<file path="config.mk">
export PLATFORM = sky130hd
export DESIGN_NAME = gcd_lcm_unit_core
export DESIGN_NICKNAME = d
export VERILOG_FILES = /design/src/rtl/glu_pkg.sv /design/src/rtl/glu_datapath.sv /design/src/rtl/glu_controller.sv /design/src/rtl/gcd_lcm_unit_core.sv
export VERILOG_INCLUDE_DIRS = /design/src /design/src/rtl
export SDC_FILE = /design/constraint.sdc
export NUM_CORES = 2
export LEC_CHECK = 0
export ABC_AREA = 1
export BUFFER_PORTS_ARGS = -buffer_cell sky130_fd_sc_hd__clkbuf_2
export CAP_MARGIN = 10
export CORE_MARGIN = 5
export CORE_UTILIZATION = 45
export DETAILED_ROUTE_END_ITERATION = 12
export GPL_TIMING_DRIVEN = 0
export PLACE_DENSITY = 0.66
export SETUP_SLACK_MARGIN = 0.15
export SLEW_MARGIN = 30
export SYNTH_ARGS = -nofsm -noshare
export SYNTH_HDL_FRONTEND = slang
export SYNTH_SLANG_ARGS = --single-unit
</file>
<file path="constraint.sdc">
create_clock -name clk -period 6.49 [get_ports clk]
set_clock_uncertainty 0.15 [all_clocks]
set_input_delay 0.3245 -clock clk [delete_from_list [all_inputs] [get_ports clk]]
set_output_delay 0.3245 -clock clk [all_outputs]
set_load 0.02 [all_outputs]
</file>
<file path="src/rtl/assert_macros.svh">
// Assertion macros shared by the RTL files.
`ifndef ASSERT_MACROS_SVH
`define ASSERT_MACROS_SVH

// The consequent must hold in the same cycle as the antecedent.
`define ASSERT_IMPL(lbl, clk, rst, ante, cons) \
  lbl: assert property (@(posedge clk) disable iff (rst) (ante) |-> (cons)) \
    else $error("same-cycle implication failed");

// The consequent must hold in the cycle after the antecedent.
`define ASSERT_NEXT(lbl, clk, rst, ante, cons) \
  lbl: assert property (@(posedge clk) disable iff (rst) (ante) |=> (cons)) \
    else $error("next-cycle implication failed");

`endif

</file>
<file path="src/rtl/glu_pkg.sv">
`timescale 1ns / 1ps

package glu_pkg;

  localparam int OPERAND_WIDTH_DEF = 32;
  localparam int FIELD_WIDTH       = 32;
  localparam int LCM_WIDTH         = 63;

  typedef enum logic [2:0] {
    ST_IDLE,
    ST_GCD,
    ST_DIV,
    ST_MUL,
    ST_DONE
  } state_t;

  typedef struct packed {
    logic load;
    logic gcd_step;
    logic div_step;
    logic mul;
  } ctrl_cmd_t;

  typedef struct packed {
    logic gcd_done;
    logic both_nonzero;
    logic div_last;
  } dp_status_t;

endpackage

</file>
<file path="src/rtl/glu_datapath.sv">
`timescale 1ns / 1ps

module glu_datapath #(
  parameter int OPERAND_WIDTH = glu_pkg::OPERAND_WIDTH_DEF
) (
  input  logic                             clk,
  input  logic [glu_pkg::FIELD_WIDTH-1:0]  first_value,
  input  logic [glu_pkg::FIELD_WIDTH-1:0]  second_value,
  input  glu_pkg::ctrl_cmd_t               cmd,
  output glu_pkg::dp_status_t              status,
  output logic [glu_pkg::FIELD_WIDTH-1:0]  gcd_value,
  output logic [glu_pkg::LCM_WIDTH-1:0]    lcm_value,
  output logic                             lcm_valid
);

  localparam int W  = OPERAND_WIDTH;
  localparam int CW = $clog2(W);

  logic [W-1:0]   a_mag;
  logic [W-1:0]   b_mag;
  logic [W-1:0]   a;
  logic [W-1:0]   b;
  logic [W-1:0]   u;
  logic [W-1:0]   v;
  logic [CW-1:0]  k;
  logic [W-1:0]   g;
  logic [W-1:0]   q;
  logic [W-1:0]   r;
  logic [CW-1:0]  cnt;
  logic [2*W-1:0] prod;
  logic           valid;
  logic [W:0]     r_shift;
  logic [W:0]     r_diff;
  logic [63:0]    prod_ext;

  // Two's complement magnitude; the most negative value maps to 2^(W-1).
  assign a_mag = first_value[W-1] ? (~first_value[W-1:0] + W'(1)) : first_value[W-1:0];
  assign b_mag = second_value[W-1] ? (~second_value[W-1:0] + W'(1)) : second_value[W-1:0];

  assign r_shift = {r, q[W-1]};
  assign r_diff  = r_shift - {1'b0, g};

  always_ff @(posedge clk) begin
    if (cmd.load) begin
      a     <= a_mag;
      b     <= b_mag;
      u     <= a_mag;
      v     <= b_mag;
      k     <= '0;
      valid <= (a_mag != '0) && (b_mag != '0);
      prod  <= '0;
    end else if (cmd.gcd_step) begin
      if (status.gcd_done) begin
        // With one side zero the other holds the gcd with its common factor 2^k removed.
        g   <= (u | v) << k;
        q   <= a;
        r   <= '0;
        cnt <= '0;
      end else if (!u[0] && !v[0]) begin
        u <= u >> 1;
        v <= v >> 1;
        k <= k + CW'(1);
      end else if (!u[0]) begin
        u <= u >> 1;
      end else if (!v[0]) begin
        v <= v >> 1;
      end else if (u >= v) begin
        u <= u - v;
      end else begin
        v <= v - u;
      end
    end else if (cmd.div_step) begin
      // Restoring division: one quotient bit per cycle, shifted in below the dividend.
      if (!r_diff[W]) begin
        r <= r_diff[W-1:0];
        q <= {q[W-2:0], 1'b1};
      end else begin
        r <= r_shift[W-1:0];
        q <= {q[W-2:0], 1'b0};
      end
      cnt <= cnt + CW'(1);
    end else if (cmd.mul) begin
      prod <= {{W{1'b0}}, q} * {{W{1'b0}}, b};
    end
  end

  assign status.gcd_done     = (u == '0) || (v == '0);
  assign status.both_nonzero = valid;
  assign status.div_last     = (cnt == CW'(W - 1));

  assign prod_ext  = 64'(prod);
  assign gcd_value = glu_pkg::FIELD_WIDTH'(g);
  assign lcm_value = prod_ext[glu_pkg::LCM_WIDTH-1:0];
  assign lcm_valid = valid;

endmodule

</file>
<file path="src/rtl/glu_controller.sv">
`timescale 1ns / 1ps
`include "assert_macros.svh"

module glu_controller (
  input  logic                clk,
  input  logic                rst,
  input  logic                start,
  input  glu_pkg::dp_status_t status,
  output glu_pkg::ctrl_cmd_t  cmd,
  output logic                busy,
  output logic                done
);

  glu_pkg::state_t state;
  glu_pkg::state_t state_next;

  always_ff @(posedge clk) begin
    if (rst) begin
      state <= glu_pkg::ST_IDLE;
    end else begin
      state <= state_next;
    end
  end

  always_comb begin
    state_next = state;
    cmd        = '0;
    done       = 1'b0;
    case (state)
      glu_pkg::ST_IDLE: begin
        if (start) begin
          cmd.load   = 1'b1;
          state_next = glu_pkg::ST_GCD;
        end
      end
      glu_pkg::ST_GCD: begin
        cmd.gcd_step = 1'b1;
        if (status.gcd_done) begin
          state_next = status.both_nonzero ? glu_pkg::ST_DIV : glu_pkg::ST_DONE;
        end
      end
      glu_pkg::ST_DIV: begin
        cmd.div_step = 1'b1;
        if (status.div_last) begin
          state_next = glu_pkg::ST_MUL;
        end
      end
      glu_pkg::ST_MUL: begin
        cmd.mul    = 1'b1;
        state_next = glu_pkg::ST_DONE;
      end
      glu_pkg::ST_DONE: begin
        done       = 1'b1;
        state_next = glu_pkg::ST_IDLE;
      end
      default: begin
        state_next = glu_pkg::ST_IDLE;
      end
    endcase
  end

  assign busy = (state != glu_pkg::ST_IDLE);

  `ASSERT_NEXT(a_accept_busy, clk, rst, start && !busy, busy)
  `ASSERT_NEXT(a_done_single, clk, rst, done, !done && !busy)

endmodule

</file>
<file path="src/rtl/gcd_lcm_unit_core.sv">
`timescale 1ns / 1ps
`include "assert_macros.svh"

// Greatest common divisor and least common multiple of the magnitudes of two
// signed operands. An operand pair is taken when start is high and busy is low;
// its result appears for exactly one cycle with done high and cannot be held
// off, so the receiver must capture it then. A pair with a zero operand
// goes from the gcd state straight to the done state. Otherwise the binary
// gcd loop runs one step a cycle until one side is zero, then the restoring
// divider forms |x|/gcd, the multiply state multiplies by |y| and the done
// state presents the result. Only the low OPERAND_WIDTH bits of each operand
// are used, the top one as the sign.
module gcd_lcm_unit_core #(
  parameter int OPERAND_WIDTH = glu_pkg::OPERAND_WIDTH_DEF
) (
  input  logic                            clk,
  input  logic                            rst,
  input  logic                            start,
  output logic                            busy,
  input  logic [glu_pkg::FIELD_WIDTH-1:0] first_value,
  input  logic [glu_pkg::FIELD_WIDTH-1:0] second_value,
  output logic                            done,
  output logic [glu_pkg::FIELD_WIDTH-1:0] gcd_value,
  output logic [glu_pkg::LCM_WIDTH-1:0]   lcm_value,
  output logic                            lcm_valid
);

  glu_pkg::ctrl_cmd_t  cmd;
  glu_pkg::dp_status_t status;

  glu_controller u_ctrl (
    .clk    (clk),
    .rst    (rst),
    .start  (start),
    .status (status),
    .cmd    (cmd),
    .busy   (busy),
    .done   (done)
  );

  glu_datapath #(
    .OPERAND_WIDTH (OPERAND_WIDTH)
  ) u_dp (
    .clk          (clk),
    .first_value  (first_value),
    .second_value (second_value),
    .cmd          (cmd),
    .status       (status),
    .gcd_value    (gcd_value),
    .lcm_value    (lcm_value),
    .lcm_valid    (lcm_valid)
  );

  `ASSERT_IMPL(a_lcm_zero, clk, rst, done && !lcm_valid, lcm_value == '0)
  `ASSERT_IMPL(a_gcd_nonzero, clk, rst, done && lcm_valid, gcd_value != '0 && lcm_value != '0)

endmodule
</file>
==> metrics <==
I/O pin count=165; share of layout cells above drive strength 1=16.0%; RSZ-0062 raised after global routing=yes; slew margin rel.=26.6%; critical path capture point type=register; Synth Area in XOR/XNOR=2.16%; number of synthesized flops with an enable pin=230; fin cells=9728; commonest non-fill, non-tap cell in the layout=inv_1; asr flop ratio synth=0%; Vias/cell=5.52; drt wl/cell=27.2 um; Setup crit start kind=register; Placed Cells=9396; status=finished, violations left; total nets after synthesis=8930; kind of critical path=reg2reg; Iter 0 DRT Violations=6334; largest net degree at the start of global routing=51; Pre-antenna DRT Iters=7; CTS Buf Count=40; Chip Width=365 um; final setup margin=-1.10 ns; multiplexer area fraction after synthesis=0.371%; full die area=133000 sq um; initial antenna violation count=8; maximum clock path buffer count=3; Core Region=125000 sq um; CTS tree=built; H-tree depth=2; die height=365 um; CTS sink count=301; Tcrit/Tclk final=117%; Post-Route WL=265 mm; register area share after synthesis=14.7%; row count=130; worst skew pair latency=0.63 ns; CP max FO=10; Syn Std Cell Area=56700 sq um; Adder-Cell Fraction of Synth Area=40.3%; post-route minimum period=7.59 ns; Synth Area in Compound Gates=8.21%; Arr. time, crit path=7.95 ns; Least-Margin Pin Slew=1.10 ns; final hold vios=0; data required time of the worst path=6.85 ns; largest family of logic cells by synthesized area=adder cells; synthesis-to-layout area growth=21.2%; failing checks=setup timing; Layout Nets=9399; synth warn=0; GR Overflow Total=0; synthesized flop and latch total=301; simple-gate share of the synthesized area=18.4%; Worst-path clk slew=0.06 ns; Most used DFF post-synth=edfxtp_1; Final setup viols=47; ANT nets after route=0; Mapped Cells=7575; vias post-DR=53678; # port buffers=163; global-route usage over all layers=39.2%; max-slew violation count=0; commonest cells after routing, fill and taps aside=1956 x inv_1, 1770 x nand2_1, 812 x fa_1, 426 x nor2_1, 350 x ha_1; first-pass GRT wire length=374 mm; vias in the first global route=52994; Max-cap violations=0; initial core utilization=45.2%; GPL Wtd Cong=1.06; post-synth cell types=56; Mapped Avg Cell Area=7.49 sq um; HP Class=in2reg; DRC=0; clock tree root driver cell=clkbuf_16; Post-DP HPWL=215 mm; f_max=0.132 GHz; fill count=11792
sequential cells by signal, summed over array words and instances (netlist names):
name,cells
u_dp.b,32
u_dp.gcd_value,32
u_dp.cnt,5
u_dp.a,32
u_dp.k,5
u_dp.r,32
u_dp.u,32
u_ctrl.state,3
u_dp.v,32
u_dp.lcm_valid,1
u_dp.q,32
u_dp.prod,63
routing by layer:
| metal | track usage, % | wire length [um] | vias to the layer above |
|---|---|---|---|
| met5 | 0 | 76 | - |
| met4 | 19.0 | 16500 | 10 |
| met3 | 11.9 | 32900 | 683 |
| met2 | 56.8 | 109000 | 3093 |
| met1 | 53.8 | 107000 | 26621 |
| li1 | - | - | 23271 |
cells by family (layout without fill, tap and decap cells):
logic type                 count (synthesis)  count (layout)
AOI/OAI and AO/OA                        807             807
xor gates and xnor gates                 140             140
adders and majority gates               1288            1288
buffers and inverters                   2384            2884
DFF                                      301             301
muxes                                     21              21
other                                      0               3
and+or+nand+nor                         2634            2634
through the flow:
stage	hold WS (ns)	area [sq um]	TNS, ns	utilization (%)	setup WS (ns)
3_3_place_gp	0.352	60100	-129.93	48.0	-2.26
3_5_place_dp	0.346	60400	-71.71	48.1	-2.04
5_1_grt	0.0396	68700	-42.22	54.8	-1.21
2_1_floorplan	0.244	57300	0	-	0.0708
6_report	0.0526	68700	-35.00	54.8	-1.10
4_1_cts	0.00734	66800	-28.49	53.3	-0.922
timing repair:
action | in CTS | in global routing
setup buffers | 174 | 78
hold endpoints to repair | 5 | 0
cloned | 3 | 1
resized for setup | 847 | 382
hold buffers | 3 | 0
setup endpoints to repair | 53 | 52
pin swaps | 208 | 224
final cells by class:
cell class | count | area (sq um) | area share (%)
plain buffers | 328 | 3770 | 5.49
clock buffers | 46 | 1050 | 1.53
clock inverters | 27 | 367 | 0.533
flip-flops and latches | 301 | 8330 | 12.1
diodes | 3 | 7.51 | 0.0109
inverters | 2054 | 7740 | 11.3
well taps | 1650 | 2060 | 3.00
repair buffers | 429 | 3550 | 5.17
multi-input cells | 4890 | 41900 | 60.9
cells in the mapped netlist (5+ instances only):
library cell / instances / area (sq um)
inv_1: 2048 / 7690
nand2_1: 1854 / 6960
fa_1: 898 / 18000
nor2_1: 478 / 1790
ha_1: 390 / 4880
o21ai_0: 356 / 1780
clkbuf_1: 293 / 1100
edfxtp_1: 230 / 6910
a21oi_1: 225 / 1130
nand3_1: 166 / 831
xor2_1: 116 / 1020
dfxtp_1: 71 / 1420
o21bai_1: 70 / 526
nand4_1: 38 / 238
nor3_1: 36 / 180
o211ai_1: 32 / 240
xnor2_1: 24 / 210
a31oi_1: 23 / 144
mux2i_1: 21 / 210
a21o_1: 18 / 135
or2_2: 18 / 113
buf_1: 17 / 63.8
a21oi_2: 15 / 131
nor4_1: 13 / 81.3
buf_2: 12 / 60.1
nand3b_1: 12 / 90.1
o221ai_1: 11 / 96.3
a22oi_2: 9 / 113
o21ai_1: 9 / 45.0
a21boi_0: 8 / 60.1
o21a_1: 7 / 52.6
buf_6: 6 / 67.6
nor2_2: 5 / 31.3
o22ai_1: 5 / 31.3
critical path, stage by stage, from the launching register on:
cell,delay (ns)
edfxtp_1,0.51
buf_4,0.19
buf_8,0.15
nand2_1,0.07
inv_1,0.05
fa_1,0.50
inv_1,0.06
fa_2,0.61
fa_1,0.42
fa_1,0.52
inv_1,0.05
fa_1,0.48
fa_1,0.53
fa_1,0.61
inv_4,0.10
fa_2,0.64
inv_2,0.06
ha_4,0.28
nand2_4,0.11
inv_2,0.06
a21oi_4,0.16
a21boi_2,0.34
o21ai_2,0.12
a21oi_1,0.17
xor2_1,0.28
nand2_1,0.09
o211ai_1,0.12
inv_1,0.06
worst paths after layout:
| path | endpoint | slack [ns] | startpoint | cells after the start |
|---|---|---|---|---|
| min | u_ctrl.state[0] | 0.05 | start | 5 |
| min reg2reg | u_dp.q[3] | 0.36 | u_dp.a[3] | 2 |
| max reg2reg | u_dp.prod[34] | -1.10 | u_dp.b[12] | 27 |
| max | u_dp.prod[34] | -1.10 | u_dp.b[12] | 27 |
Power is not shown: default switching activity piles up to over one toggle a cycle in this logic, so the estimate is an artifact.
